`src/sv/dtvb_pkg.sv`:
```
`timescale 1ns / 1ps
// Shared types, widths and constants for the depth-tested visibility buffer.
// No dependencies.
package dtvb_pkg;

  localparam int COORD_W   = 16;
  localparam int DEPTH_W   = 24;
  localparam int ID_W      = 32;
  localparam int CFG_W     = 8;
  localparam int CFG_IDX_W = 4;

  localparam int DEF_MAX_WIDTH  = 128;
  localparam int DEF_MAX_HEIGHT = 128;

  localparam logic [DEPTH_W-1:0] DEPTH_ONE = '1;
  localparam logic [ID_W-1:0]    ID_NONE   = '1;

  localparam logic [CFG_W-1:0] ACTIVE_RESET = 8'd128;

  localparam logic [CFG_IDX_W-1:0] REG_ACTIVE_WIDTH  = 4'd0;
  localparam logic [CFG_IDX_W-1:0] REG_ACTIVE_HEIGHT = 4'd1;

  typedef enum logic [1:0] {
    ACT_WRITE = 2'd0,
    ACT_QUERY = 2'd1,
    ACT_CLEAR = 2'd2
  } action_t;

  typedef enum logic [1:0] {
    ST_RUN   = 2'b01,
    ST_SWEEP = 2'b10
  } state_t;

  function automatic int addr_bits(input int n);
    return (n > 1) ? $clog2(n) : 1;
  endfunction

endpackage

```
`src/sv/dtvb_index.sv`:
```
`timescale 1ns / 1ps
// Pixel address unit: clamps the active extent, range-checks a coordinate and
// forms the linear store address y * width + x. Depends on dtvb_pkg.
module dtvb_index #(
  parameter int MAX_WIDTH  = dtvb_pkg::DEF_MAX_WIDTH,
  parameter int MAX_HEIGHT = dtvb_pkg::DEF_MAX_HEIGHT,
  localparam int ADDR_W = dtvb_pkg::addr_bits(MAX_WIDTH * MAX_HEIGHT)
) (
  input  logic [dtvb_pkg::COORD_W-1:0] pixel_x,
  input  logic [dtvb_pkg::COORD_W-1:0] pixel_y,
  input  logic [dtvb_pkg::CFG_W-1:0]   active_width,
  input  logic [dtvb_pkg::CFG_W-1:0]   active_height,
  output logic                         in_extent,
  output logic [ADDR_W-1:0]            addr
);
  import dtvb_pkg::*;

  logic [CFG_W-1:0] eff_w;
  logic [CFG_W-1:0] eff_h;
  logic [15:0]      prod;
  logic [15:0]      lin;

  always_comb begin
    eff_w  = (32'(active_width) < 32'(MAX_WIDTH)) ? active_width : CFG_W'(MAX_WIDTH);
    eff_h  = (32'(active_height) < 32'(MAX_HEIGHT)) ? active_height : CFG_W'(MAX_HEIGHT);
    in_extent = (pixel_x < COORD_W'(eff_w)) && (pixel_y < COORD_W'(eff_h));
    // in_extent implies both coordinates fit in 8 bits
    prod   = 16'(pixel_y[7:0]) * 16'(eff_w);
    lin    = prod + 16'(pixel_x[7:0]);
    addr   = ADDR_W'(lin);
  end

endmodule

```
`config.mk`:
```
export PLATFORM = sky130hd
export DESIGN_NAME = dtvb_index
export DESIGN_NICKNAME = d
export VERILOG_FILES = /design/src/sv/dtvb_pkg.sv /design/src/sv/dtvb_index.sv
export SDC_FILE = /design/constraint.sdc
export NUM_CORES = 1
export LEC_CHECK = 0
export BUFFER_PORTS_ARGS = -buffer_cell sky130_fd_sc_hd__buf_2
export CORE_UTILIZATION = 55
export DETAILED_ROUTE_END_ITERATION = 10
export PLACE_DENSITY = 0.91
export SLEW_MARGIN = 15
export SYNTH_ARGS = -nofsm -noshare
export SYNTH_HDL_FRONTEND = slang
export SYNTH_SLANG_ARGS = --single-unit
```
`constraint.sdc`:
```
create_clock -name vclk -period 9.4
set_clock_uncertainty 0.1 [all_clocks]
set_input_delay 0 -clock vclk [all_inputs]
set_output_delay 0 -clock vclk [all_outputs]
set_load 0.02 [all_outputs]
```
==> results of run 1 <==
per-layer routing:
metal  track usage  vias to the layer above  part of all wire
li1              -                     1070                 -
met3       0.01299                       10             0.051
met2        0.4402                       73              0.54
met5             0                        -                 0
met1        0.3043                     1079              0.38
met4       0.05556                        0             0.022
cell usage after synthesis, types with 4 or more instances:
cell / number / area, um2
sky130_fd_sc_hd__inv_1: 77 / 289.0
sky130_fd_sc_hd__fa_1: 43 / 860.8
sky130_fd_sc_hd__ha_1: 43 / 538.0
sky130_fd_sc_hd__and2_1: 34 / 212.7
sky130_fd_sc_hd__nand2_1: 34 / 127.6
sky130_fd_sc_hd__xnor2_1: 10 / 87.58
sky130_fd_sc_hd__a21oi_1: 7 / 35.03
sky130_fd_sc_hd__nor2_1: 7 / 26.28
sky130_fd_sc_hd__nor2b_1: 7 / 43.79
sky130_fd_sc_hd__o21ai_0: 7 / 35.03
sky130_fd_sc_hd__clkbuf_1: 5 / 18.77
sky130_fd_sc_hd__a211oi_1: 4 / 30.03
sky130_fd_sc_hd__nor4_1: 4 / 25.02
worst min path at each step:
stage / to / slack, ps / cells past startpoint
6_report: addr[0] / 260 / 3
5_1_grt: in_extent / 280 / 4
4_1_cts: addr[0] / 260 / 3
3_5_place_dp: addr[0] / 260 / 3
3_3_place_gp: in_extent / 250 / 4
2_1_floorplan: in_extent / 70 / 2
power by group:
part | leakage, uW | switching [uW] | internal [uW] | total, uW
Clock | 0 | 0 | 0 | 0
Combinational | 0.00163 | 213 | 146 | 359
Sequential | 0 | 0 | 0 | 0
Total | 0.00163 | 213 | 146 | 359
layout make-up:
| type | instances | area, um2 |
|---|---|---|
| Multi-Input combinational cell | 225 | 2245 |
| Fill cell | 381 | 1500 |
| Timing Repair Buffer | 63 | 315.3 |
| Tap cell | 52 | 65.06 |
| Inverter | 77 | 289.0 |
per-stage QoR:
step	std cells	util	area, um2
final	417	0.6601	2914
after global routing	417	0.6601	2914
after floorplan	307	-	2552
after detailed placement	417	0.6601	2914
after global placement	417	0.6601	2914
after CTS	417	0.6601	2914
placed cells by master, fill, tap and decap left out, drive strengths merged:
master,n
inv,77
buf,63
fa,43
ha,43
nand2,34
and2,34
xnor2,10
o21ai,8
nor2b,7
a21oi,7
nor2,7
a211oi,4
nor4,4
a21o,3
o21bai,3
o21a,2
o211ai,2
xor2,2
and3,2
a2111oi,1
nor3,1
o41ai,1
nand3,1
a22oi,1
nor4b,1
a22o,1
nand4,1
or4,1
a311oi,1
worst max-delay path: cells and delay by family:
kind | cells | cell delay, ps
xor+xnor | 1 | 130
compound gates | 3 | 750
simple gates | 3 | 810
fa+ha+maj | 5 | 2470
buf+inv | 5 | 520
cells by family after synthesis:
logic type | Yosys count | share of synthesized area
compound gates | 34 | 0.09755
buf+inv | 82 | 0.1206
simple gates | 93 | 0.1926
fa+ha+maj | 86 | 0.5480
xor+xnor | 12 | 0.04118
==> metrics.md, run 1 <==
| Metric | Value |
|---|---|
| Result of the run | `complete, no violations` |
| Area of the die | `4918 um2` |
| RSZ-0062 raised after global routing | `no` |
| Avg WL per Cell | `13.40 um` |
| Vias per inst | `5.353` |
| Leakage Power | `0.001635 uW` |
| Pwr per Cell Area | `123.1 nW/um2` |
| Transition at the pin with the smallest max-transition slack | `594.2 ps` |
| Cell-by-cell trace of the critical path | `buf_2, nor2b_1, nand2_1, fa_1, fa_1, inv_1, fa_1, inv_1, fa_1, inv_1, ha_1, and3_1, a2111oi_4, o21ai_1, a21oi_1, xnor2_1, buf_2` |
| Maximum net fanout on the critical path | `15` |
| Critical path's largest stage delay | `560 ps` |
| Proportion of layout cells with a drive suffix above 1 | `0.1836` |
| Count of mapped cells out of synthesis | `307` |
| Synth-to-Final Area Change | `14.17%` |
| Initial drt markers | `~100` |
| Standard-cell rows | `24` |
| Number of DRC violations after detailed routing | `0` |
| Number of pins exceeding their max-slew limit in the final report | `0` |
| Number of nets produced by synthesis | `about 440` |
| Detailed placement HPWL | `4964 um` |
| Crit path top cell by count | `sky130_fd_sc_hd__fa_1` |
| Iteration count of the initial detailed-routing pass | `5` |
| Startpoint types | `primary input` |
| Clock buffers | `0` |
| Worst hold slack across all endpoints | `261.2 ps` |
| Number of gates resized after cts | `0` |
| Num sequential | `0` |
| Worst Path Class, Setup | `in2out` |
| Sum of negative setup slack | `0 ps` |
| Total global routing track utilization | `0.2384` |
| Cts hold-fix bufs | `0` |
| Antenna violations before repair | `0` |
| Final #Nets | `approximately 500` |
| Worst rel slew slack | `0.6031` |
| Floorplan die width | `70.13 um` |
| Peak supply drop | `0.0001545 V` |
| Largest net degree at the start of global routing | `16` |
| Sequential element share of the synthesized area | `0` |
| # Post-CTS Setup Buffers | `0` |
| Top-level I/O count | `63` |
| Startpoint of the tightest hold check path | `pixel_x[0]` |
| Power consumption | `358.7 uW` |
| Synthesis warning total | `0` |
| Die height | `70.13 um` |
| Fmax | `0.2087 GHz` |
| Maximum Capacitance Violations | `0` |
| Number of buffers inserted by port buffering | `63` |
| Routability-driven placement congestion ratio | `0.9303` |
| Worst setup path endpoint | `addr[12]` |
| Number of distinct standard cells referenced by the synthesized netlist | `31` |
| Final hold violations | `0` |
| Endpoints failing setup | `0` |
| Vias | `2232` |
| Sequential cell area | `0 um2` |
| Worst setup margin | `between 4000 and 5000 ps` |
| Setup crit start | `active_width[7]` |
| Mean area per synthesized cell | `around 8.3 um2` |
| Residual overflow from global routing | `0` |
| Core region area | `between 4000 and 5000 um2` |
| Starting utilization of the core area | `0.5782` |
| Place WS | `4638 ps` |
| Arrival time of the worst setup path | `approximately 4700 ps` |
| Post-Route WL | `5589 um` |
| Wire length of the first global-routing pass | `9611 um` |
| Minimum clock period after layout | `4792 ps` |
| Ant. Diodes | `0` |
| Number of nets with antenna violations after routing | `0` |
| Period Utilization, post-route | `0.5098` |
| Crit path required time | `9300 ps` |
| Crit. End Element | `primary output` |
| Slowest cell on crit path | `sky130_fd_sc_hd__fa_1` |
| Via count of the first global-routing pass | `2264` |
| Post-Synthesis Cell Area | `roughly 2600 um2` |
| Type of the most critical hold path | `in2out` |
(Power assumes the default switching activity.)
==> run 2: changes to the inputs <==
Clock period 9.4 ns to 4.7 ns, I/O delays scaled along.
==> run 2 against run 1 <==
  * Sequential cell count is the same
  * Wire length up 0.45%
  * First-iteration DRC count shrank 29%
  * Total power increased by 100%
  * Setup slack worse by 4400 ps
  * Combinational power rose by 100%
  * Utilization increased by 1.4 points
==> metrics.md, run 2 (synthesized netlist as in run 1, its figures left out) <==
| Metric | Value |
|---|---|
| Result of the run | `complete, no violations` |
| Ant. Diodes | `0 (unchanged)` |
| Worst rel slew slack | `0.7542 (+0.1512)` |
| Type of the most critical hold path | `in2out` |
| Synth-to-Final Area Change | `16.52%` |
| Top-level I/O count | `63 (unchanged)` |
| Final non-filler cell area | `2974 um2 (+2.1%)` |
| Setup crit start | `active_width[7]` |
| Routability-driven placement congestion ratio | `0.9352 (+0.53%)` |
| Number of gates resized after cts | `0 (unchanged)` |
| Final #Nets | `507 (+1.2%)` |
| Antenna violations before repair | `0 (unchanged)` |
| Commonest non-fill, non-tap cell in the layout | `sky130_fd_sc_hd__inv_1` |
| Vias per inst | `5.286 (-1.2%)` |
| Floorplan die width | `70.13 um (unchanged)` |
| Crit path required time | `4600 ps (-4700 ps)` |
| Die height | `70.13 um (unchanged)` |
| Residual overflow from global routing | `0 (unchanged)` |
| Number of nets with antenna violations after routing | `0 (unchanged)` |
| Minimum clock period after layout | `4451 ps` |
| Startpoint types | `primary input` |
| Number of DRC violations after detailed routing | `0 (unchanged)` |
| Fmax | `0.2247 GHz` |
| Total global routing track utilization | `0.2452 (+0.006839)` |
| Number of pins exceeding their max-slew limit in the final report | `0 (unchanged)` |
| Crit. End Element | `primary output` |
| Sum of negative setup slack | `0 ps (unchanged)` |
| Post-place instance area | `2959 um2 (+1.5%)` |
| Detailed placement HPWL | `4929 um (-0.72%)` |
| Num sequential | `0 (unchanged)` |
| Maximum Capacitance Violations | `0 (unchanged)` |
| Leakage Power | `0.001673 uW (+2.4%)` |
| Pwr per Cell Area | `241.2 nW/um2 (+96%)` |
| Initial drt markers | `72 (-29%)` |
| Period Utilization, post-route | `0.9469` |
| Proportion of layout cells with a drive suffix above 1 | `0.2049 (+0.02129)` |
| Arrival time of the worst setup path | `4350 ps (-340 ps)` |
| Via count of the first global-routing pass | `2334 (+3.1%)` |
| Standard-cell rows | `24 (unchanged)` |
| Vias | `2236 (+0.18%)` |
| Worst Path Class, Setup | `in2out` |
| Cts hold-fix bufs | `0 (unchanged)` |
| Avg WL per Cell | `13.27 um (-0.98%)` |
| Largest net degree at the start of global routing | `16 (unchanged)` |
| Peak supply drop | `0.0002435 V (+58%)` |
| Endpoints failing setup | `0 (unchanged)` |
| Maximum net fanout on the critical path | `15 (unchanged)` |
| Number of buffers inserted by port buffering | `63 (unchanged)` |
| Area of the die | `4918 um2 (unchanged)` |
| Starting utilization of the core area | `0.5782 (unchanged)` |
| Number of placed instances with taps included | `423 (+1.4%)` |
| Post-Route WL | `5614 um (+0.45%)` |
| Transition at the pin with the smallest max-transition slack | `368.6 ps (-225.5 ps)` |
| Sequential cell area | `0 um2 (unchanged)` |
| Clock buffers | `0 (unchanged)` |
| Highest-count cells in the layout ignoring fill and taps | `sky130_fd_sc_hd__inv_1, sky130_fd_sc_hd__buf_2, sky130_fd_sc_hd__fa_1, sky130_fd_sc_hd__ha_1` |
| Startpoint of the tightest hold check path | `pixel_y[14]` |
| Core region area | `4414 um2 (unchanged)` |
| Post-Layout Cell Count | `423 (+1.4%)` |
| # Post-CTS Setup Buffers | `0 (unchanged)` |
| Wire length of the first global-routing pass | `9963 um (+3.7%)` |
| RSZ-0062 raised after global routing | `no` |
| Iteration count of the initial detailed-routing pass | `4 (-1)` |
| Final hold violations | `0 (unchanged)` |
==> run 2: critical path, stage by stage <==
cell                        delay, ps
sky130_fd_sc_hd__clkbuf_4         220
sky130_fd_sc_hd__nor2b_1          100
sky130_fd_sc_hd__buf_4            170
sky130_fd_sc_hd__and2_1           170
sky130_fd_sc_hd__fa_1             420
sky130_fd_sc_hd__fa_1             560
sky130_fd_sc_hd__inv_1             50
sky130_fd_sc_hd__fa_1             460
sky130_fd_sc_hd__fa_1             540
sky130_fd_sc_hd__inv_1             40
sky130_fd_sc_hd__ha_1             350
sky130_fd_sc_hd__and3_4           210
sky130_fd_sc_hd__a2111oi_4        430
sky130_fd_sc_hd__o21ai_1          120
sky130_fd_sc_hd__a21oi_1          180
sky130_fd_sc_hd__xnor2_1          130
sky130_fd_sc_hd__buf_2            180
==> run 2: per-layer routing <==
metal | vias to the layer above | wire length, um | GRT usage | part of all wire
li1 | 1081 | - | - | -
met1 | 1086 | 2241 | 0.3124 | 0.40
met2 | 63 | 3107 | 0.4765 | 0.55
met3 | 6 | 211 | 0.007215 | 0.038
met4 | 0 | 53 | 0.02000 | 0.0094
met5 | - | 0 | 0 | 0
==> run 2: worst paths after layout <==
check                  endpoint  slack [ps]  cells after the start
worst max-delay path   addr[12]         250                     17
worst min-delay path  in_extent         260                      4
==> run 2: stage by stage <==
stage,hold WS (ps),worst slack [ps],util,power (uW)
after floorplan,73.47,461.8,-,536.1
after global placement,251.7,237.2,0.6704,695.8
after detailed placement,255.4,79.79,0.6704,722.1
after CTS,261.1,62.61,0.6704,726.5
after global routing,275.9,15.45,0.6738,816.0
final,260.6,249.5,0.6738,717.5
==> run 2: power breakdown <==
group,switching [uW],internal [uW]
sequential,0,0
clock,0,0
combinational,423,294
==> run 2: area by class of cell <==
cell class	instances	area (um2)
Fill cell	373	1440
Tap cell	52	65.06
Multi-Input combinational cell	225	2257
Timing Repair Buffer	69	362.8
Inverter	77	289.0
==> run 3: changes to the inputs <==
Settings changed: REMOVE_ABC_BUFFERS from default to 1.
==> run 3 against run 2 <==
  * Highest routed layer unchanged
  * Worst hold slack improved by 4.2 ps
  * Maximum frequency fell by 0.60%
  * Via count barely moved
  * Combinational power rose by 0.7%
  * Total power rose by 0.72%
  * Utilization rose by 0.11 points
  * Cell count did not move
  * Setup slack got worse by 27 ps
  * Die area did not move
==> metrics.md, run 3 (synthesized netlist as in run 1, its figures left out) <==
| Metric | Value |
|---|---|
| Synth-to-Final Area Change | `16.72%` |
| Sequential cell area | `0 um2 (unchanged)` |
| Wire length of the first global-routing pass | `9287 um (-6.8%)` |
| Vias per inst | `5.291 (about the same)` |
| Floorplan die width | `70.13 um (unchanged)` |
| Maximum Capacitance Violations | `0 (unchanged)` |
| Largest net degree at the start of global routing | `16 (unchanged)` |
| Worst setup path endpoint | `addr[12]` |
| Number of DRC violations after detailed routing | `0 (unchanged)` |
| Post-Route WL | `5353 um (-4.6%)` |
| Sum of negative setup slack | `0 ps (unchanged)` |
| Residual overflow from global routing | `0 (unchanged)` |
| Startpoint of the tightest hold check path | `pixel_x[0]` |
| Core region area | `4414 um2 (unchanged)` |
| Startpoint types | `primary input` |
| Cell family contributing the most delay on the critical path | `adder cells` |
| Stages on the worst setup path | `18 (+1)` |
| Commonest non-fill, non-tap cell in the layout | `sky130_fd_sc_hd__inv_1` |
| Area occupied by multi-input gates | `2262 um2 (+0.22%)` |
| Starting utilization of the core area | `0.5782 (unchanged)` |
| Worst hold slack across all endpoints | `264.8 ps (+4.223 ps)` |
| Initial drt markers | `98 (+36%)` |
| Number of buffers inserted by port buffering | `63 (unchanged)` |
| Result of the run | `complete, no violations` |
| Avg WL per Cell | `12.65 um (-4.6%)` |
| Number of nets with antenna violations after routing | `0 (unchanged)` |
| Vias | `2238 (+0.089%)` |
| Crit path required time | `4600 ps (about the same)` |
| Power consumption | `722.7 uW (+0.72%)` |
| Ant. Diodes | `0 (unchanged)` |
| Filler Cells Inserted | `357 (-4.3%)` |
| Bufs and invs on worst path | `6 (+1)` |
| Antenna violations before repair | `0 (unchanged)` |
| Die height | `70.13 um (unchanged)` |
| Proportion of layout cells with a drive suffix above 1 | `0.2049 (unchanged)` |
| Crit path top cell by count | `sky130_fd_sc_hd__fa_1` |
| Minimum clock period after layout | `4477 ps (+26.72 ps)` |
| Endpoints failing setup | `0 (unchanged)` |
| Top-level I/O count | `63 (unchanged)` |
| Detailed placement HPWL | `4661 um (-5.4%)` |
| Critical path's largest stage delay | `530 ps (-30 ps)` |
| Slowest cell on crit path | `sky130_fd_sc_hd__fa_1` |
| Clock buffers | `0 (unchanged)` |
| Number of pins exceeding their max-slew limit in the final report | `0 (unchanged)` |
| Area of the die | `4918 um2 (unchanged)` |
| Final hold violations | `0 (unchanged)` |
| Routability-driven placement congestion ratio | `0.9290 (-0.66%)` |
| Iteration count of the initial detailed-routing pass | `4 (unchanged)` |
| Num sequential | `0 (unchanged)` |
| Worst rel slew slack | `0.7576 (+0.003329)` |
| Leakage Power | `0.001676 uW (+0.19%)` |
| Pwr per Cell Area | `242.6 nW/um2 (+0.55%)` |
| Crit. End Element | `primary output` |
| Worst Path Class, Setup | `in2out` |
| Period Utilization, post-route | `0.9526 (+0.005686)` |
| Type of the most critical hold path | `in2out` |
| Peak supply drop | `0.0002400 V (-1.4%)` |
| Highest-count cells in the layout ignoring fill and taps | `sky130_fd_sc_hd__inv_1, sky130_fd_sc_hd__buf_2, sky130_fd_sc_hd__fa_1, sky130_fd_sc_hd__ha_1` |
| Maximum net fanout on the critical path | `15 (unchanged)` |
| Fmax | `0.2234 GHz (-0.60%)` |
| Standard-cell rows | `24 (unchanged)` |
| Total global routing track utilization | `0.2280 (-0.01724)` |
| Final #Nets | `507 (unchanged)` |
| Setup crit start | `active_width[7]` |
| Cts hold-fix bufs | `0 (unchanged)` |
| Transition at the pin with the smallest max-transition slack | `363.7 ps (-4.994 ps)` |
| RSZ-0062 raised after global routing | `no` |
| Arrival time of the worst setup path | `4380 ps (+30 ps)` |
| Cell-by-cell trace of the critical path | `clkbuf_4, nor2b_1, buf_4, nand2_1, fa_1, fa_1, inv_1, fa_1, inv_1, fa_1, inv_1, ha_1, and3_1, a2111oi_4, o21ai_1, a21oi_1, xnor2_1, buf_2` |
| Via count of the first global-routing pass | `2190 (-6.2%)` |
## run 3: cell counts in the layout (fill, tap and decap cells not counted)
Identical to the previous run, type by type.
## run 3: routing by layer
layer / part of all wire / global-route usage / vias to the layer above
met5: 0 / 0 / -
met1: 0.42 / 0.3064 / 1087
met3: 0.039 / 0.007215 / 6
met4: 0.010 / 0.02000 / 0
met2: 0.53 / 0.4231 / 65
li1: - / - / 1080
## run 3: per-stage QoR
stage / instances / worst slack, ps / util / area (um2)
5_1_grt: 423 / 12.57 / 0.6749 / 2979
3_5_place_dp: 422 / 38.74 / 0.6687 / 2952
4_1_cts: 422 / 22.54 / 0.6687 / 2952
2_1_floorplan: 302 / 536.8 / - / 2534
6_report: 423 / 222.7 / 0.6749 / 2979
3_3_place_gp: 422 / 234.0 / 0.6687 / 2952
## run 3: worst min-delay path by stage
stage                           end  slack [ps]  depth (start not counted)
final                       addr[0]         260                          3
after global routing        addr[0]         280                          3
after CTS                   addr[0]         270                          3
after detailed placement    addr[0]         270                          3
after global placement      addr[0]         270                          3
after floorplan           in_extent          70                          2
## run 3: worst min-delay path, cell delays in order
cell,delay (ps)
sky130_fd_sc_hd__buf_2,100
sky130_fd_sc_hd__ha_1,120
sky130_fd_sc_hd__buf_2,150
## run 3: where the power goes
part	internal, uW	leakage [uW]	switching [uW]
Sequential	0	0	0
Combinational	298	0.00168	425
Clock	0	0	0
## run 3: final cells by class
| type | instances | share of cell area |
|---|---|---|
| multi-input cells | 225 | 0.7593 |
| repair buffers | 69 | 0.1218 |
| inverters | 77 | 0.09702 |
| well taps | 52 | 0.02184 |
## run 3: what timing repair did
action,CTS,global route
gates resized for setup,0,6
setup buffers,0,1
endpoints found under the setup margin,0,2
