[config.mk]
export PLATFORM = sky130hd
export DESIGN_NAME = dtvb_ram
export DESIGN_NICKNAME = d
export VERILOG_FILES = /design/src/sv/dtvb_pkg.sv /design/src/sv/dtvb_ram.sv
export SDC_FILE = /design/constraint.sdc
export NUM_CORES = 1
export LEC_CHECK = 0
export BUFFER_PORTS_ARGS = -buffer_cell sky130_fd_sc_hd__buf_2
export CORE_ASPECT_RATIO = 0.6
export CORE_MARGIN = 3
export CORE_UTILIZATION = 50
export DETAILED_ROUTE_END_ITERATION = 7
export PLACE_DENSITY = 0.74
export RECOVER_POWER = 100
export SETUP_SLACK_MARGIN = 0.3
export SKIP_CTS_REPAIR_TIMING = 1
export SYNTH_ARGS = -nofsm -noshare
export SYNTH_HDL_FRONTEND = slang
export SYNTH_SLANG_ARGS = --single-unit
[constraint.sdc]
create_clock -name clk -period 2.95 [get_ports clk]
set_clock_uncertainty 0.2 [all_clocks]
set_input_delay 0.1475 -clock clk [delete_from_list [all_inputs] [get_ports clk]]
set_output_delay 0.1475 -clock clk [all_outputs]
set_load 0.005 [all_outputs]
[src/sv/dtvb_pkg.sv]
`timescale 1ns / 1ps
// Shared types, widths and constants for the depth-tested visibility buffer.
// No dependencies.
package dtvb_pkg;

  localparam int COORD_W   = 16;
  localparam int DEPTH_W   = 24;
  localparam int ID_W      = 32;
  localparam int CFG_W     = 8;
  localparam int CFG_IDX_W = 4;

  localparam int DEF_MAX_WIDTH  = 128;
  localparam int DEF_MAX_HEIGHT = 128;

  localparam logic [DEPTH_W-1:0] DEPTH_ONE = '1;
  localparam logic [ID_W-1:0]    ID_NONE   = '1;

  localparam logic [CFG_W-1:0] ACTIVE_RESET = 8'd128;

  localparam logic [CFG_IDX_W-1:0] REG_ACTIVE_WIDTH  = 4'd0;
  localparam logic [CFG_IDX_W-1:0] REG_ACTIVE_HEIGHT = 4'd1;

  typedef enum logic [1:0] {
    ACT_WRITE = 2'd0,
    ACT_QUERY = 2'd1,
    ACT_CLEAR = 2'd2
  } action_t;

  typedef enum logic [1:0] {
    ST_RUN   = 2'b01,
    ST_SWEEP = 2'b10
  } state_t;

  function automatic int addr_bits(input int n);
    return (n > 1) ? $clog2(n) : 1;
  endfunction

endpackage

[src/sv/dtvb_ram.sv]
`timescale 1ns / 1ps
// Generic single-clock RAM: one write port, one read port with registered data.
// Depends on dtvb_pkg for address width sizing.
module dtvb_ram #(
  parameter int WIDTH = 8,
  parameter int DEPTH = 16,
  localparam int AW = dtvb_pkg::addr_bits(DEPTH)
) (
  input  logic             clk,
  input  logic             we,
  input  logic [AW-1:0]    waddr,
  input  logic [WIDTH-1:0] wdata,
  input  logic             re,
  input  logic [AW-1:0]    raddr,
  output logic [WIDTH-1:0] rdata
);
  import dtvb_pkg::*;

  logic [WIDTH-1:0] mem [DEPTH];

  always_ff @(posedge clk) begin
    if (we) begin
      mem[waddr] <= wdata;
    end
    if (re) begin
      rdata <= mem[raddr];
    end
  end

endmodule

==> results.txt, run 1 <==
The flow ran to the end, and the final reports show no timing, DRC or antenna violations. The die outline width is 138 um, and the highest ir drop seen on vdd is 0.470 mV. The number of clock sinks seen by CTS came out at 136. The worst hold path begins at waddr[0].

The Yosys step of the flow raised 0 warnings. The peak clock frequency supported by timing came out at 0.440 GHz. TritonCTS built the clock tree. The final critical path takes up 77.1% of the cycle. Final worst hold slack: 14.2 ps. Summing all placed instances gives a cell area of 5540 sq um. The path with the worst hold slack has its endpoint at mem[0][5].

The worst setup path is captured at a flip-flop. The placeable core region is 10000 sq um. Counting instances, the worst hold path has a depth of 2. The post-route netlist has 20.7% of its cells at a drive strength greater than 1.

The share of the Yosys chip area taken by registers is 78.1%. The run gives 18 as the distinct cell type count of the synthesized netlist. Post-synthesis async set-or-reset flop share: 0%. Number of remaining DRC errors: 0. The total number of placement rows is 28. For the final count of pins violating max slew, the log shows 0. The mean area per synthesized cell came out at 22.8 sq um. The kind of critical path is in2reg. The first global-routing pass estimated 15400 um of wire. The tools report the end of the worst register-to-register path as rdata[0]. The cell type with the largest total area after synthesis is sky130_fd_sc_hd__edfxtp_1. Max-cap violations in this run came to 0. The run gives 27 as the top-level port count.

The worst register-to-register path begins at mem[1][0]. The global routing usage summed across all routing layers is 18.7%, and the overflow left after global routing is 0. The logs give 2634 for the via count of the first global-routing pass and 6290 um for the detailed-placement wirelength estimate. Type of the tightest min-delay check: in2reg. Measured in cells, the most critical reg-to-reg path has a length of 3. Clock-pin slew was measured on the worst setup and hold paths at 60 ps. OpenSTA, run right after detailed placement, puts the worst setup slack at 683 ps. The root buffer cell is sky130_fd_sc_hd__clkbuf_16. Adding up every negative setup slack in the final design gives 0 ps. Hold violation count in the final report: 0. The synthesized netlist occupies a cell area of 5230 sq um. Yosys mapped a number of flops with a built-in enable equal to 136. The detailed router placed 2477 vias in this run. Worst setup margin: 676 ps.

The worst register-to-register path has a setup slack of 1280 ps. The synthesized net count came out at 248. For this configuration, the core starts out at a cell density of 52.2%. The number of buffers inserted by port buffering was 26. Of all nets on the critical path, the largest fanout is 15. The post-layout net count is 306, and the leakage power figure is 2.01 nW.

The slew at the pin closest to its max-slew limit is 1080 ps, and the post-detailed-route count of antenna-violating nets is 0. Among all flip-flop cells after synthesis, the most frequent one is sky130_fd_sc_hd__edfxtp_1. Headroom to the max-slew limit came out at 27.9%. Nature of the critical path startpoint: an input port. In this run the power density over the cells is 712 nW/um^2.

The share of Yosys cell area claimed by the top area cell type was 78.1%; the vertical die dimension was 85.2 um. After detailed routing, the total wire length is 10000 um. The clock period could shrink to 2270 ps. The via density per instance came out at 5.69. The initial antenna violation count was 0; the maximum number of pins on one net before global-route repair was 33. In this run, synthesis produced a sequential element count of 136. The run gives 17 as the number of buffers added by the clock tree synthesis step. Yosys attributes the largest share of cell area to sky130_fd_sc_hd__edfxtp_1 78%, sky130_fd_sc_hd__mux4_2 7.8%, sky130_fd_sc_hd__mux4_1 7.0%. The final RePlAce weighted congestion is 0.760, and the worst-case clock buffer depth is 2. The die covers 11800 sq um. For the starting DRC count in detailed routing, the log shows 191. Relative to the synthesized area, the layout overhead comes to 17.5%.

The run gives 410 ps as the worst-skew pair later-pin latency. Setup violations remaining at the end of the flow were counted as 0. The repair_antennas step left the layout with diodes totalling 0.

The finished cells cover 6140 sq um. For the count of TritonRoute iterations in the first routing pass, the log shows 5. Setup repair after global routing left no endpoint under its margin. The logs give 4 for the number of H-tree levels and 229 for the cell count after synthesis. At the worst endpoint, the required time is 2910 ps. Dividing the detail-routed wire length by the instance count gives 23.0 um.

STA puts the critical path data arrival time at 2230 ps.
==> worst max-delay path: stages <==
cell                       delay [ps]
sky130_fd_sc_hd__clkbuf_1         780
sky130_fd_sc_hd__buf_4            430
sky130_fd_sc_hd__mux4_2           540
sky130_fd_sc_hd__a22oi_1          240
sky130_fd_sc_hd__nand2_1           80
==> power breakdown <==
part           total (mW)  leakage, nW  switching (mW)  internal [mW]
clock                1.99        0.271           0.757           1.23
sequential           2.19         1.24          0.0114           2.18
combinational       0.193        0.498           0.110         0.0828
total                4.37         2.01           0.879           3.49
==> worst max path at each step <==
stage             start         to  slack (ps)  depth (start not counted)
2_1_floorplan  waddr[2]  mem[0][0]        1110                          2
3_3_place_gp   raddr[0]   rdata[6]         710                          5
3_5_place_dp   raddr[0]   rdata[6]         680                          5
4_1_cts        raddr[0]   rdata[6]        1110                          5
5_1_grt        raddr[0]   rdata[6]         480                          5
6_report       raddr[0]   rdata[6]         680                          5
==> flip-flops by register name (all words and copies together) (netlist names) <==
register  cells
mem         128
rdata         8
==> routing by layer <==
| metal | GRT usage (%) | routed length [um] |
|---|---|---|
| met5 | 0 | 0 |
| met2 | 27.7 | 4750 |
| met4 | 6.73 | 76 |
| met3 | 7.15 | 926 |
| met1 | 25.9 | 4250 |
==> Yosys cell counts (2+ instances only) <==
cell,number
sky130_fd_sc_hd__nor2_1,13
sky130_fd_sc_hd__a22oi_1,16
sky130_fd_sc_hd__mux4_1,14
sky130_fd_sc_hd__mux4_2,18
sky130_fd_sc_hd__nand2_1,9
sky130_fd_sc_hd__clkdlybuf4s25_2,3
sky130_fd_sc_hd__nor3_1,4
sky130_fd_sc_hd__buf_6,3
sky130_fd_sc_hd__nand2b_1,2
sky130_fd_sc_hd__nand3b_1,2
sky130_fd_sc_hd__buf_2,3
sky130_fd_sc_hd__edfxtp_1,136
==> cell families (layout without fill, tap and decap cells) <==
group	Yosys count	in the layout	share of synthesized area [%]
mux	32	32	14.8
buf+inv	10	81	1.65
compound gates	16	16	2.30
simple gates	35	35	3.14
flops	136	136	78.1
==> metrics by stage <==
| step | total power [mW] | cells | utilization (%) |
|---|---|---|---|
| 5_1_grt | 4.54 | 435 | 61.3 |
| 3_5_place_dp | 2.42 | 393 | 55.3 |
| 6_report | 4.37 | 435 | 61.3 |
| 3_3_place_gp | 2.41 | 393 | 55.3 |
| 4_1_cts | 4.41 | 425 | 60.9 |
| 2_1_floorplan | 2.34 | 229 | - |
==> cell usage in the layout, fill, tap and decap left out, types with 3 or more instances in the layout <==
cell                            netlist  final
sky130_fd_sc_hd__clkbuf_1             0     26
sky130_fd_sc_hd__edfxtp_1           136    136
sky130_fd_sc_hd__mux4_1              14     14
sky130_fd_sc_hd__clkinv_2             0      5
sky130_fd_sc_hd__dlygate4sd3_1        0     10
sky130_fd_sc_hd__nor3_1               4      4
sky130_fd_sc_hd__clkinvlp_4           0      3
sky130_fd_sc_hd__mux4_2              18     18
sky130_fd_sc_hd__nor2_1              13     13
sky130_fd_sc_hd__nand2_1              9      9
sky130_fd_sc_hd__clkbuf_16            0     17
sky130_fd_sc_hd__a22oi_1             16     16
sky130_fd_sc_hd__buf_2                3     12
==> layout make-up <==
class	instances	area, sq um
flip-flops and latches	136	4080
repair buffers	49	269
well taps	135	169
clock inverters	14	133
fillers	733	3880
clock buffers	18	429
multi-input cells	83	1060
No activity file was read; power rests on OpenSTA's default activity.
==> run 2, diff against run 1 <==
--- a/config.mk
+++ b/config.mk
@@ -10,7 +10,7 @@
 export CORE_MARGIN = 3
 export CORE_UTILIZATION = 50
 export DETAILED_ROUTE_END_ITERATION = 7
-export PLACE_DENSITY = 0.74
+export PLACE_DENSITY = 0.77
 export RECOVER_POWER = 100
 export SETUP_SLACK_MARGIN = 0.3
 export SKIP_CTS_REPAIR_TIMING = 1
==> constraint.sdc (replaced) <==
create_clock -name clk -period 1.85 [get_ports clk]
set_clock_uncertainty 0.2 [all_clocks]
set_input_delay 0.0925 -clock clk [delete_from_list [all_inputs] [get_ports clk]]
set_output_delay 0.0925 -clock clk [all_outputs]
set_load 0.005 [all_outputs]
==> run 2 against run 1 <==
  * Hold slack improved by 51 ps
  * Core utilization is 1.6 points higher
  * Routed wire length grew 5.8%
  * Die area is the same
  * Clock-buffer cell count fell by 1
  * Critical path type is now reg2reg
==> results.txt, run 2 (synthesized netlist as in run 1, its figures left out) <==
TritonCTS created 17 clock buffers. The largest registers in the layout are mem: 128 flops, rdata: 8 flops. The average wire length per cell after detail routing works out to 23.8 um.

Post-synthesis to final-layout area growth: 20.6%. TritonCTS built the clock tree. The critical path is of the reg2reg type.

Once detail routing completed, the nets flagged for antenna violations numbered 0. The count of TritonRoute iterations in the first routing pass was 5. Highest layer used for signal routing: met4. The number of flip-flops under the largest register name works out to 128. The first routing iteration left 325 violations. For the number of remaining DRC errors, the log shows 0.

For the hold violation count in the final report, the log shows 0. The initial antenna violation count is 0, and the final RePlAce weighted congestion is 0.762. The worst-case IR drop observed on VDD is 0.795 mV. The vertical die dimension is 85.2 um, and the post-route non-filler standard cell count is 444. Register with the most flip-flops: mem. In this run the tool buffered the top-level ports with 26 buffer cells. In this run the static leakage power is 2.04 nW.

The net count of the finished layout is 316. In the layout the commonest cells are 136 x sky130_fd_sc_hd__edfxtp_1, 32 x sky130_fd_sc_hd__clkbuf_1, 30 x sky130_fd_sc_hd__mux4_2, 17 x sky130_fd_sc_hd__clkbuf_16, 13 x sky130_fd_sc_hd__nor2_1. Setup violations remaining at the end of the flow were counted as 0. The via count of the first global-routing pass was 2657; the total met3 wirelength after detailed routing was 752 um.

The library cell used most frequently in the layout, excluding fill and tap cells, is sky130_fd_sc_hd__edfxtp_1. The run gives 404 as the cell count after placement. In the final routing, the length of wire on met1 measures 4890 um. The root buffer cell was sky130_fd_sc_hd__clkbuf_16. The largest fanout of any net on the critical path was 1.

STA classifies the critical path endpoint as a flip-flop. For the pin with the worst max-slew slack, the measured transition is 721 ps. Adding up every negative setup slack in the final design gives 0 ps. In this run the tightest slew margin relative to its limit is 52.0%.

The run gives 725 as the fill cell instance count of the final layout. The worst path in the final design needs a cycle of 1660 ps, including I/O delays and setup. Across the run, the number of max-cap violations was 0.

The data arrival time of the critical path was 1620 ps; the ratio of final minimum period to clock period was 89.5%. The initial utilization of the core area, before any placement, comes to 52.2%. The run gives 0 as the final count of pins violating max slew. The run gives 190 ps as the setup slack on the worst flop-to-flop path. The total overflow left after global routing is 0. The worst setup path is launched from a flip-flop. For this run, the total global-route usage over all layers was measured as 19.5%.

The critical path data required time was 1810 ps; the maximum number of pins on one net before global-route repair was 33. Clock-pin slew was measured on the worst setup and hold paths at 60 ps. Dividing total power by cell area gives a power density of 1200 nW/um^2. The first global-routing pass estimated 16000 um of wire. Derived from the worst setup path, the maximum achievable clock frequency is 0.604 GHz.

In the detailed route, the total length drawn on met2 is 4750 um. The top-level port count came out at 27. The type of the tightest min-delay check is in2reg. The run finished with clean final reports. For the number of H-tree levels, the log shows 4. Detailed routing inserted a total of 2596 vias. The floorplan step defined a die boundary enclosing 11800 sq um. For this run, the share of the core covered by cells in the final layout is 62.9%. 0 antenna diodes ended up in the layout. The HPWL after detailed placement is 6790 um.

The clock drives 136 sinks. In the final layout, the share of cells above drive strength 1 is 27.5%. The die is 138 um wide. After detailed routing, the total wire length is 10600 um. Using the TritonRoute via totals, the vias-per-cell ratio works out to 5.85.

The longest clock path from root to sink contains 2 buffers. Setup repair after global routing could not meet its margin everywhere. The floorplan has 28 rows. The clock reaches the later pin of the worst-skew pair after 410 ps. For the placeable core region, the log shows 10000 sq um.
## run 2: cell types whose count changed in the layout (fill, tap and decap cells not counted), sizes merged
cell	before	now
bufinv	2	6
buf	14	18
dlygate4sd3	10	9
clkinv	8	5
clkbuf	43	49
inv	1	0
## run 2: worst paths after layout
kind              startpoint        end  cells past startpoint
setup / recovery   mem[3][4]   rdata[4]                      3
hold / removal      waddr[1]  mem[4][6]                      3
setup reg to reg   mem[3][4]   rdata[4]                      3
hold reg to reg   mem[14][7]   rdata[7]                      3
## run 2: layout make-up
class,count,area (sq um),area share (%)
clock inverters,14,230,3.65
clock buffers,17,425,6.75
repair buffers,59,353,5.60
multi-input cells,83,1040,16.5
flip-flops and latches,136,4080,64.8
well taps,135,169,2.68
## run 2: critical path, stage by stage, from the launching register on
cell,delay (ps)
sky130_fd_sc_hd__edfxtp_1,410
sky130_fd_sc_hd__mux4_2,490
sky130_fd_sc_hd__a22oi_1,220
sky130_fd_sc_hd__nand2_1,80
## run 2: power breakdown
group	switching (mW)	internal, mW	total [mW]
clock	1.22	2.51	3.72
combinational	0.191	0.153	0.344
sequential	0.0243	3.48	3.50
total	1.43	6.13	7.56
## run 2: through the flow
stage,hold WS (ps),power [mW],area [sq um],setup WS (ps)
after global routing,67.9,7.81,6300,162
after detailed placement,281,3.89,5660,79.7
final,64.8,7.56,6300,193
after global placement,267,3.87,5660,79.3
after floorplan,-8.63,3.73,5240,282
after CTS,-159,7.61,6320,192
## run 2: per-layer routing
metal | vias up | track usage [%]
met1 | 1377 | 28.5
met3 | 20 | 5.63
met5 | - | 0
li1 | 1107 | -
met4 | 0 | 8.34
met2 | 92 | 27.9
==> run 3, diff against run 2 <==
--- a/config.mk
+++ b/config.mk
@@ -10,7 +10,8 @@
 export CORE_MARGIN = 3
 export CORE_UTILIZATION = 50
 export DETAILED_ROUTE_END_ITERATION = 7
-export PLACE_DENSITY = 0.77
+export GPL_ROUTABILITY_DRIVEN = 0
+export PLACE_DENSITY = 0.72
 export RECOVER_POWER = 100
 export SETUP_SLACK_MARGIN = 0.3
 export SKIP_CTS_REPAIR_TIMING = 1
==> run 3 against run 2 <==
  * Combinational power is 4% lower
  * Critical path depth is the same
  * Sequential share of layout area rose by 0.83 points
  * Global-route usage decreased by 0.51 points
  * First-iteration DRC count decreased by 24%
  * Fmax increased by 0.10%
  * Clock-buffer cell count grew 4
  * Final cell count is 0.45% lower
  * Total power is 4.5% lower
==> results.txt, run 3 (synthesized netlist as in run 1, its figures left out) <==
The worst register-to-register path begins at mem[10][4]. In the final routed layout, each cell accounts on average for 23.6 um. The number of buffers inserted by port buffering is 26, and the fill cell instance count of the final layout is 728. The first global-routing pass estimated 15700 um of wire. For the final routed database, the setup TNS stands at 0 ps. The worst hold path belongs to the class in2reg.

In this run, the number of DRC markers left after iteration 0 of detailed routing was 247. For this run, the total global-route usage over all layers was measured as 19.0%. The smallest clock period supported by the final layout is computed as 1650 ps. The tools report the final count of pins violating max slew as 0. The logs give 28 for the total number of placement rows and 0 for the post-detailed-route count of antenna-violating nets.

The worst path uses 89.5% of the clock period. Last element of the critical path: rdata[4]. For this run, the post-layout net count is 313. For the initial antenna violation count, the log shows 0. For the final core utilization, the log shows 62.1%. After clock tree synthesis, the clock-pin slew on the worst setup and hold paths is 60 ps. The total power consumption of the routed design was 7.23 mW.

The initial standard-cell utilization of the core was 52.2%. For this design, the sink count on the clock tree is 136. The run gives 2493 as the via total after detailed routing. In this run the worst setup path begins at mem[10][4]. The library cell used most frequently in the layout, excluding fill and tap cells, is sky130_fd_sc_hd__edfxtp_1.

The register with the most flip-flops is mem. For the data arrival time of the critical path, the log shows 1610 ps. The finished cells cover 6220 sq um. After legalization and detailed placement, the total HPWL measured 6500 um. The worst-case clock buffer depth was 2. The number of flip-flops under the largest register name was 128; the worst-skew pair later-pin latency was 410 ps. The pre-CTS worst setup slack came out at 13.2 ps. In the layout the commonest cells are 136 x sky130_fd_sc_hd__edfxtp_1, 37 x sky130_fd_sc_hd__clkbuf_1, 26 x sky130_fd_sc_hd__mux4_2, 17 x sky130_fd_sc_hd__clkbuf_16. Setup repair after global routing could not meet its margin everywhere. The first detailed-routing pass took 4 iterations.

The tools report the end of the worst register-to-register path as rdata[4]. The worst reg2reg path depth came out at 3. The run gives 0 as the hold violation count in the final report. The logs give 4080 sq um for the flip-flop and latch area and 1800 ps for the critical path data required time. The run gives 0.741 mV as the highest ir drop seen on vdd. The core region is 10000 sq um.

TritonCTS built the clock tree. For the area occupied by multi-input gates, the log shows 1040 sq um. For this design the top-level I/O count stands at 27.

For this run, the slowest stage of the critical path takes 480 ps. STA classifies the critical path startpoint as a flip-flop. Setup violations remaining at the end of the flow were counted as 0.

Clock tree synthesis inserted a total of 17 buffers. The worst setup margin is 195 ps. Across the run, the number of max-cap violations was 0. Walking the worst path, the cells encountered are mux4_2, a22oi_1, nand2_1. The proportion of layout cells with a drive suffix above 1 is 22.1%. In this run the register-to-register setup slack is 200 ps. The H-tree was split into 4 levels. The via count of the first global-routing pass was 2558; the die outline area was 11800 sq um. The run finished with clean final reports. Area after detailed placement: 5640 sq um.

Cell class contributing the biggest share of worst-path delay: multiplexers. The critical path crosses 3 cells after its start point. The via density per instance was 5.64; the peak clock frequency supported by timing was 0.604 GHz. The largest fanout of any net on the critical path works out to 1. The largest registers in the layout are mem: 128 flops, rdata: 8 flops. The total overflow left after global routing is 0.

The repair_antennas step left the layout with diodes totalling 0. Entering global routing, the biggest net connects 33 pins. From synthesis to final layout, the design area changed by 19.1%. The run gives 2.01 nW as the leakage power figure.

The kind of critical path was reg2reg. STA classifies the critical path endpoint as a flip-flop. For the pin with the worst max-slew slack, the measured transition is 788 ps. The number of buffers and inverters on the critical path is 0. Wires add up to 10400 um. From left edge to right edge, the die measures 138 um. For this design the ratio of total power to cell area is 1160 nW/um^2.

The vertical die dimension is 85.2 um, and the worst-case headroom to the max-slew limit is 47.3%. Clock tree synthesis selected as its root buffer the cell sky130_fd_sc_hd__clkbuf_16. In the routed design, unresolved DRC markers number 0. The slowest stage of the critical path belongs to the cell sky130_fd_sc_hd__mux4_2.
-- run 3: cell types whose count changed in the layout (fill, tap and decap cells not counted) --
| cell | previous run | this run |
|---|---|---|
| sky130_fd_sc_hd__a22oi_1 | 10 | 13 |
| sky130_fd_sc_hd__a22oi_2 | 6 | 3 |
| sky130_fd_sc_hd__buf_2 | 12 | 9 |
| sky130_fd_sc_hd__buf_4 | 3 | 2 |
| sky130_fd_sc_hd__bufinv_16 | 6 | 4 |
| sky130_fd_sc_hd__clkbuf_1 | 32 | 37 |
| sky130_fd_sc_hd__clkinv_1 | 1 | 4 |
| sky130_fd_sc_hd__clkinv_2 | 3 | 2 |
| sky130_fd_sc_hd__clkinvlp_4 | 3 | 0 |
| sky130_fd_sc_hd__mux4_1 | 2 | 6 |
| sky130_fd_sc_hd__mux4_2 | 30 | 26 |
-- run 3: cell type report --
cell class                 count  share of cell area [%]
multi-input combinational     83                    16.7
timing repair buffer          56                    5.37
sequential                   136                    65.6
clock buffer                  21                    7.08
clock inverter                11                    2.47
tap                          135                    2.71
-- run 3: worst min-delay path by stage --
| stage | start | endpoint | slack (ps) | depth (start not counted) |
|---|---|---|---|---|
| 2_1_floorplan | wdata[0] | mem[0][0] | -9 | 0 |
| 3_3_place_gp | wdata[0] | mem[8][0] | 280 | 1 |
| 3_5_place_dp | wdata[0] | mem[8][0] | 280 | 1 |
| 4_1_cts | wdata[0] | mem[15][0] | -150 | 1 |
| 5_1_grt | raddr[3] | rdata[1] | 200 | 5 |
| 6_report | raddr[3] | rdata[1] | 170 | 5 |
-- run 3: metrics by stage --
stage | cells | hold slack [ps]
CTS | 433 | -152
global route | 442 | 200
detailed placement | 401 | 285
floorplan | 229 | -8.63
global placement | 401 | 275
finish | 442 | 171
-- run 3: worst min-delay path, cell delays in order --
cell and delay, ps:
sky130_fd_sc_hd__buf_2 120, sky130_fd_sc_hd__nor2_1 110, sky130_fd_sc_hd__buf_4 200, sky130_fd_sc_hd__a22oi_2 90, sky130_fd_sc_hd__nand2_1 60
-- run 3: where the power goes --
group | switching (mW) | internal (mW)
Sequential | 0.0210 | 3.48
Combinational | 0.184 | 0.147
Clock | 1.17 | 2.23
-- run 3: per-layer routing --
layer  track usage (%)  part of all wire (%)
met3              6.36                    10
met5                 0                     0
met2              26.7                    45
met1              28.3                    44
met4              6.46                  0.51
